--- config.mk ---
export PLATFORM = sky130hd
export DESIGN_NAME = text_to_unsigned_parser
export DESIGN_NICKNAME = d
export VERILOG_FILES = /design/src/rtl/core/ttup_pkg.sv /design/src/rtl/core/text_to_unsigned_parser.sv
export SDC_FILE = /design/constraint.sdc
export NUM_CORES = 1
export LEC_CHECK = 0
export BUFFER_PORTS_ARGS = -buffer_cell sky130_fd_sc_hd__buf_2
export CAP_MARGIN = 20
export CORE_ASPECT_RATIO = 0.5
export CORE_UTILIZATION = 68
export CTS_BUF_LIST = sky130_fd_sc_hd__clkbuf_4 sky130_fd_sc_hd__clkbuf_8 sky130_fd_sc_hd__clkbuf_16
export CTS_CLUSTER_DIAMETER = 80
export CTS_CLUSTER_SIZE = 12
export DETAILED_ROUTE_END_ITERATION = 6
export GPL_ROUTABILITY_DRIVEN = 0
export GPL_TIMING_DRIVEN = 0
export PLACE_DENSITY = 0.88
export SYNTH_ARGS = -nofsm -noshare
export SYNTH_HDL_FRONTEND = slang
export SYNTH_SLANG_ARGS = --single-unit
--- constraint.sdc ---
create_clock -name clk_i -period 11.4 [get_ports clk_i]
set_clock_uncertainty 0.2 [all_clocks]
set_input_delay 1.14 -clock clk_i [delete_from_list [all_inputs] [get_ports clk_i]]
set_output_delay 1.14 -clock clk_i [all_outputs]
set_load 0.1 [all_outputs]
--- src/rtl/core/ttup_pkg.sv ---
`default_nettype none
// ----------------------------------------------------------------------------
// ttup_pkg: shared types and constants of the text to unsigned parser
// Parse phases, character codes, radix constants and the digit decoder.
// ----------------------------------------------------------------------------
package ttup_pkg;

  localparam int VALUE_BITS  = 32;
  localparam int OFFSET_BITS = 16;
  localparam int BASE_BITS   = 6;
  localparam int CHAR_BITS   = 8;

  localparam logic [CHAR_BITS-1:0] CH_NUL   = 8'h00;
  localparam logic [CHAR_BITS-1:0] CH_SPACE = 8'h20;
  localparam logic [CHAR_BITS-1:0] CH_ZERO  = 8'h30;
  localparam logic [CHAR_BITS-1:0] CH_NINE  = 8'h39;
  localparam logic [CHAR_BITS-1:0] CH_UA    = 8'h41;
  localparam logic [CHAR_BITS-1:0] CH_UX    = 8'h58;
  localparam logic [CHAR_BITS-1:0] CH_UZ    = 8'h5A;
  localparam logic [CHAR_BITS-1:0] CH_LA    = 8'h61;
  localparam logic [CHAR_BITS-1:0] CH_LX    = 8'h78;
  localparam logic [CHAR_BITS-1:0] CH_LZ    = 8'h7A;

  localparam logic [BASE_BITS-1:0] BASE_AUTO = 6'd0;
  localparam logic [BASE_BITS-1:0] BASE_OCT  = 6'd8;
  localparam logic [BASE_BITS-1:0] BASE_DEC  = 6'd10;
  localparam logic [BASE_BITS-1:0] BASE_HEX  = 6'd16;
  localparam logic [BASE_BITS-1:0] NOT_DIGIT = 6'd36;
  localparam logic [BASE_BITS-1:0] ALPHA_OFS = 6'd10;

  localparam logic [OFFSET_BITS-1:0] OFFSET_MAX = {OFFSET_BITS{1'b1}};

  typedef enum logic [1:0] {
    PH_SKIP,
    PH_ZERO,
    PH_DIGITS,
    PH_DONE
  } phase_e;

  typedef struct packed {
    logic [VALUE_BITS-1:0]  value;
    logic [OFFSET_BITS-1:0] offset;
    logic [BASE_BITS-1:0]   base;
    logic                   done;
  } result_t;

  // Value of an alphanumeric character, NOT_DIGIT for anything else.
  function automatic logic [BASE_BITS-1:0] digit_of(input logic [CHAR_BITS-1:0] c);
    logic [CHAR_BITS-1:0] diff;
    logic [BASE_BITS-1:0] val;
    begin
      diff = '0;
      val  = NOT_DIGIT;
      if (c >= CH_ZERO && c <= CH_NINE) begin
        diff = c - CH_ZERO;
        val  = diff[BASE_BITS-1:0];
      end else if (c >= CH_LA && c <= CH_LZ) begin
        diff = c - CH_LA;
        val  = diff[BASE_BITS-1:0] + ALPHA_OFS;
      end else if (c >= CH_UA && c <= CH_UZ) begin
        diff = c - CH_UA;
        val  = diff[BASE_BITS-1:0] + ALPHA_OFS;
      end
      return val;
    end
  endfunction

endpackage
`default_nettype wire

--- src/rtl/core/text_to_unsigned_parser.sv ---
`default_nettype none
// ----------------------------------------------------------------------------
// text_to_unsigned_parser: streaming unsigned integer parser
// Parses one character per request and reports the running value, offset,
// radix and completion flag of the current string.
// ----------------------------------------------------------------------------
// The block takes one character per clock cycle while in_stall_o is low and
// returns one result per character, registered in the output buffer. The rate is
// set by the per-character multiply-accumulate (value times radix plus digit),
// which is computed combinationally together with the parse state update. A
// two-entry output buffer lets requests keep flowing while a result waits;
// in_stall_o rises only when both entries are full. Set start_flag_i on the
// first character of every string. number_base is sampled at the first
// non-space character, so a new setting acts from the next string on.
module text_to_unsigned_parser (
  input  wire logic                                clk_i,
  input  wire logic                                rst_ni,
  input  wire logic                                cfg_we_i,
  input  wire logic [ttup_pkg::BASE_BITS-1:0]      cfg_wdata_i,
  input  wire logic                                in_valid_i,
  output logic                                     in_stall_o,
  input  wire logic                                start_flag_i,
  input  wire logic [ttup_pkg::CHAR_BITS-1:0]      char_byte_i,
  output logic                                     out_valid_o,
  input  wire logic                                out_stall_i,
  output logic [ttup_pkg::VALUE_BITS-1:0]          parsed_value_o,
  output logic [ttup_pkg::OFFSET_BITS-1:0]         end_offset_o,
  output logic [ttup_pkg::BASE_BITS-1:0]           base_in_use_o,
  output logic                                     parse_done_o
);

  logic [ttup_pkg::BASE_BITS-1:0]   number_base_q;
  ttup_pkg::phase_e                 phase_q, phase_d, phase_cur;
  logic [ttup_pkg::BASE_BITS-1:0]   base_q, base_d, base_cur;
  logic [ttup_pkg::VALUE_BITS-1:0]  acc_q, acc_d, acc_cur;
  logic [ttup_pkg::OFFSET_BITS-1:0] cnt_q, cnt_d, cnt_cur;

  logic [ttup_pkg::BASE_BITS-1:0]   digit;
  logic [ttup_pkg::BASE_BITS-1:0]   take_base;
  logic                             is_space, is_zero, is_x;
  logic                             take, digit_ok, bump;

  ttup_pkg::result_t                res_new, main_q, skid_q;
  logic                             main_vld_q, skid_vld_q;
  logic                             push, pop;

  assign push = in_valid_i & ~in_stall_o;
  assign pop  = out_valid_o & ~out_stall_i;

  // A start flag clears the state before the character is looked at.
  assign phase_cur = start_flag_i ? ttup_pkg::PH_SKIP : phase_q;
  assign base_cur  = start_flag_i ? ttup_pkg::BASE_AUTO : base_q;
  assign acc_cur   = start_flag_i ? '0 : acc_q;
  assign cnt_cur   = start_flag_i ? '0 : cnt_q;

  assign digit    = ttup_pkg::digit_of(char_byte_i);
  assign is_space = (char_byte_i == ttup_pkg::CH_SPACE);
  assign is_zero  = (char_byte_i == ttup_pkg::CH_ZERO);
  assign is_x     = (char_byte_i == ttup_pkg::CH_LX) || (char_byte_i == ttup_pkg::CH_UX);

  // Radix that applies to this character if it is taken as a digit.
  always_comb begin
    unique case (phase_cur)
      ttup_pkg::PH_SKIP:
        take_base = (number_base_q != ttup_pkg::BASE_AUTO) ? number_base_q
                                                            : ttup_pkg::BASE_DEC;
      ttup_pkg::PH_ZERO: take_base = ttup_pkg::BASE_OCT;
      default:           take_base = base_cur;
    endcase
  end

  assign take = ((phase_cur == ttup_pkg::PH_SKIP) && !is_space &&
                 ((number_base_q != ttup_pkg::BASE_AUTO) || !is_zero)) ||
                ((phase_cur == ttup_pkg::PH_ZERO) && !is_x) ||
                (phase_cur == ttup_pkg::PH_DIGITS);
  assign digit_ok = (digit != ttup_pkg::NOT_DIGIT) && (digit < take_base);

  // Next parse phase.
  always_comb begin
    phase_d = phase_cur;
    if (take) begin
      phase_d = digit_ok ? ttup_pkg::PH_DIGITS : ttup_pkg::PH_DONE;
    end else begin
      unique case (phase_cur)
        ttup_pkg::PH_SKIP: phase_d = is_space ? ttup_pkg::PH_SKIP : ttup_pkg::PH_ZERO;
        ttup_pkg::PH_ZERO: phase_d = ttup_pkg::PH_DIGITS;
        default:           phase_d = phase_cur;
      endcase
    end
  end

  // Datapath: radix, accumulator and consumed character count.
  always_comb begin
    base_d = base_cur;
    unique case (phase_cur)
      ttup_pkg::PH_SKIP: begin
        if (!is_space && (number_base_q != ttup_pkg::BASE_AUTO || !is_zero)) begin
          base_d = take_base;
        end
      end
      ttup_pkg::PH_ZERO: base_d = is_x ? ttup_pkg::BASE_HEX : ttup_pkg::BASE_OCT;
      default:           base_d = base_cur;
    endcase

    acc_d = acc_cur;
    if (take && digit_ok) begin
      acc_d = ttup_pkg::VALUE_BITS'(acc_cur * ttup_pkg::VALUE_BITS'(take_base)) +
              ttup_pkg::VALUE_BITS'(digit);
    end

    // Prefix characters and skipped spaces count as consumed too.
    bump = (take && digit_ok) ||
           (!take && (phase_cur == ttup_pkg::PH_SKIP)) ||
           (!take && (phase_cur == ttup_pkg::PH_ZERO));
    cnt_d = cnt_cur;
    if (bump && (cnt_cur != ttup_pkg::OFFSET_MAX)) begin
      cnt_d = cnt_cur + 1'b1;
    end
  end

  assign res_new.value  = acc_d;
  assign res_new.offset = cnt_d;
  assign res_new.base   = base_d;
  assign res_new.done   = (phase_d == ttup_pkg::PH_DONE);

  always_ff @(posedge clk_i or negedge rst_ni) begin
    if (!rst_ni) begin
      number_base_q <= ttup_pkg::BASE_AUTO;
    end else if (cfg_we_i) begin
      number_base_q <= cfg_wdata_i;
    end
  end

  always_ff @(posedge clk_i or negedge rst_ni) begin
    if (!rst_ni) begin
      phase_q <= ttup_pkg::PH_SKIP;
      base_q  <= ttup_pkg::BASE_AUTO;
      acc_q   <= '0;
      cnt_q   <= '0;
    end else if (push) begin
      phase_q <= phase_d;
      base_q  <= base_d;
      acc_q   <= acc_d;
      cnt_q   <= cnt_d;
    end
  end

  // Output buffer: the main entry drives the ports, the skid entry catches a
  // result produced while the main entry is stalled.
  always_ff @(posedge clk_i or negedge rst_ni) begin
    if (!rst_ni) begin
      main_vld_q <= 1'b0;
      skid_vld_q <= 1'b0;
    end else if (pop || !main_vld_q) begin
      if (skid_vld_q) begin
        main_vld_q <= 1'b1;
        skid_vld_q <= 1'b0;
      end else begin
        main_vld_q <= push;
      end
    end else if (push) begin
      skid_vld_q <= 1'b1;
    end
  end

  always_ff @(posedge clk_i) begin
    if (pop || !main_vld_q) begin
      main_q <= skid_vld_q ? skid_q : res_new;
    end else if (push) begin
      skid_q <= res_new;
    end
  end

  assign in_stall_o     = skid_vld_q;
  assign out_valid_o    = main_vld_q;
  assign parsed_value_o = main_q.value;
  assign end_offset_o   = main_q.offset;
  assign base_in_use_o  = main_q.base;
  assign parse_done_o   = main_q.done;

endmodule
`default_nettype wire

==> run metrics <==
max-slew headroom at the worst pin 9.49%; sw power 0.975 mW; sequential power share 35.0%; CTS buffer count 17; internal power 1.33 mW; Avg WL per Cell 21.4 um; fin nets 1,599; terminating pin of the worst hold path acc_q[22]; count of synthesis-stage warnings from yosys 0; R2R depth 20; clk sinks 174; proportion of layout cells with a drive suffix above 1 15.7%; grt ovf 0; placed wire-length estimate after detailed placement 25,900 um; die height 102 um; crit share post-route 74.9%; actual slew at the worst max-slew pin 1.36 ns; number of inserted diodes 0; maximum fanout encountered on the critical timing path 10; DIE WIDTH 203 um; floorplan die area 20,800 sq um; Crit path required time 11.40 ns; Worst path max stage delay 0.64 ns; CORE AREA 19,600 sq um; Primary FF master, synth sky130_fd_sc_hd__edfxtp_1; Synth async-reset ratio 36.8%; starting density of the core 69.9%; final wirelength 35,700 um; cell count along the critical path 23; areal power density over the cells 152 nW/um^2; critical path arrival 8.54 ns; aggregate global-route resource usage 36.4%; final critical path time including I/O delays and setup 8.54 ns; clock group share of total power 26.3%; capture instance of the worst register-to-register path parsed_value_o[31]; wire length of the first global-routing pass 57,600 um; count of vias placed by the detailed router 11,000; cells resized by post-CTS repair 0; most common library cell in the layout ignoring fill and taps sky130_fd_sc_hd__nor2_1; Clock Tree Buf Depth 2; failing checks DRC; number of fillers in the final layout 1,181; TritonRoute pass-1 iters 7; largest delay contributor family on the critical path adder cells; total number of H-tree levels 4; minimum setup slack after placement 2.72 ns; clock transition at the registers of the reported paths 0.08 ns; area added between synthesis and finish 10.1%; final setup violation count 0; startpoint type of the worst setup path input port; post-layout instance area 15,100 sq um; combined buffer and inverter count along the critical path 7; # Post-CTS Setup Buffers 0; netlist area before placement 13,700 sq um; peak supply drop 0.118 mV; Synthesized Nets 1,504; post-layout utilization of the core 77.0%; type of the worst setup path in -> reg; CTS tree built; Critical R2R Launch phase_q[0]; via count of the first global-routing pass 11,100; hold violation count in the final report 0; Pins Over Slew Limit 0; Hold Path Cell Cnt 1; most frequent cells in the layout 210 x sky130_fd_sc_hd__nor2_1, 113 x sky130_fd_sc_hd__nand2_1, 112 x sky130_fd_sc_hd__fa_1; count of flip-flops with a built-in enable after synthesis 110; buffer cell driving the clock tree root sky130_fd_sc_hd__clkbuf_16; number of nets with antenna violations after routing 0; LEAKAGE 7.00 nW; First DRT Iteration DRCs 1,288; slowest cell on the critical path sky130_fd_sc_hd__clkbuf_1; Post-Syn Area per Cell 10.6 sq um; Worst Slack Setup Final 2.86 ns; Placement Cell Area 14,500 sq um; min-delay worst type reg -> reg; clock insertion delay at the later pin of the skew report 0.46 ns; distinct cell type count of the synthesized netlist 71; pin count of the biggest net entering global routing 65; top-level I/O count 77; total of max-cap violations 0; RSZ-0062 raised after global routing false; residual DRC count 16; cell count after synthesis 1,294; Net Sw Frac 42.4%; via density per instance 6.62; number of antenna violations at the first check in global routing 0; share of power burned in combinational logic 38.7%; number of I/O port buffers 73; Worst setup EP type flip-flop; register bit count reported by yosys 174; startpoint of the worst hold path acc_q[22]; worst path cell trace buf_2, inv_1, clkbuf_1, clkbuf_1, nand2_1, or2_2, fa_1, fa_1, inv_1, fa_1, inv_1, fa_1, inv_1, ha_1, o21ai_0, o21bai_1, a31oi_1, o21ai_0, o21ai_0, o21ai_0, xnor3_1, a22o_1, mux2_2; top achievable clock speed 0.117 GHz; register-to-register setup slack 3.19 ns; post-synthesis sequential area ratio 35.7%; aggregate negative setup slack 0 ns; num rows 36; CTS Hold Buffers Added 0; outcome finished, violations left
==> layer usage <==
layer  vias up  global-route usage (%)  routed length (um)
li1       4726                       -                   -
met1      5365                    46.9               14000
met2       771                    58.7               16300
met3       187                    8.23                3640
met4         0                    19.8                1740
met5         -                       0                   0
==> kinds of logic after synthesis <==
group | after synthesis | synth area share, %
DFF | 174 | 35.7
and+or+nand+nor | 440 | 14.8
adders and majority gates | 190 | 23.4
muxes | 109 | 8.67
AOI/OAI and AO/OA | 214 | 10.7
xor gates and xnor gates | 48 | 3.36
buffers and inverters | 119 | 3.36
==> power groups by stage <==
stage          Sequential, mW  Clock, mW  Combinational (mW)
3_3_place_gp            0.814          0               0.824
3_5_place_dp            0.817          0               0.860
2_1_floorplan            1.04          0               0.440
6_report                0.806      0.605               0.890
4_1_cts                 0.805      0.600               0.873
5_1_grt                 0.815      0.627               0.950
==> per-stage QoR <==
stage | power [mW] | hold slack [ns] | instances
after CTS | 2.28 | 0.306 | 1668
after detailed placement | 1.68 | 0.282 | 1636
final | 2.30 | 0.307 | 1668
after global placement | 1.64 | 0.268 | 1633
after floorplan | 1.48 | 0.250 | 1294
after global routing | 2.39 | 0.320 | 1668
==> synth_stat cells (all sizes together), types with 4 or more instances <==
cell type | n | area, sq um
a211oi | 5 | 37.5
a21o | 27 | 203
a21oi | 33 | 165
a22o | 11 | 96.3
a22oi | 10 | 88.8
a31oi | 8 | 50.1
a32o | 4 | 40.0
and2 | 7 | 43.8
and3 | 8 | 50.1
buf | 11 | 56.3
clkbuf | 55 | 206
dfrtp | 64 | 1600
edfxtp | 110 | 3300
fa | 112 | 2240
ha | 78 | 976
inv | 53 | 199
mux2 | 76 | 856
mux2i | 33 | 334
nand2 | 114 | 428
nand2b | 16 | 100
nand3 | 12 | 60.1
nand4 | 8 | 50.1
nor2 | 211 | 792
nor2b | 16 | 100
nor3 | 13 | 90.1
nor3b | 8 | 65.1
nor4b | 4 | 60.1
o21ai | 55 | 275
o21bai | 5 | 37.5
o22ai | 4 | 25.0
o31ai | 19 | 148
or2 | 6 | 37.5
or3 | 4 | 25.0
xnor2 | 31 | 272
xor2 | 14 | 123
==> cell type report <==
class                           instances  area, sq um  share of cell area [%]
Buffer                                 66          263                    1.74
Clock buffer                           18          450                    2.98
Clock inverter                         14          164                    1.08
Inverter                               53          199                    1.32
Multi-Input combinational cell       1001         8380                    55.4
Sequential cell                       174         4900                    32.4
Tap cell                              266          333                    2.20
Timing Repair Buffer                   76          428                    2.83
==> how the worst max path moves through the flow <==
stage / startpoint / end
2_1_floorplan: start_flag_i / parsed_value_o[31]
3_3_place_gp: start_flag_i / parsed_value_o[31]
3_5_place_dp: start_flag_i / parsed_value_o[31]
4_1_cts: start_flag_i / parsed_value_o[31]
5_1_grt: start_flag_i / parsed_value_o[31]
6_report: start_flag_i / parsed_value_o[31]
==> flip-flops by register name (all words and copies together), names as in the netlist <==
register        flops
phase_q             2
cnt_q              16
end_offset_o       16
base_in_use_o       6
skid_q             55
in_stall_o          1
out_valid_o         1
base_q              6
number_base_q       6
parsed_value_o     32
acc_q              32
parse_done_o        1
(Power assumes the default switching activity.)
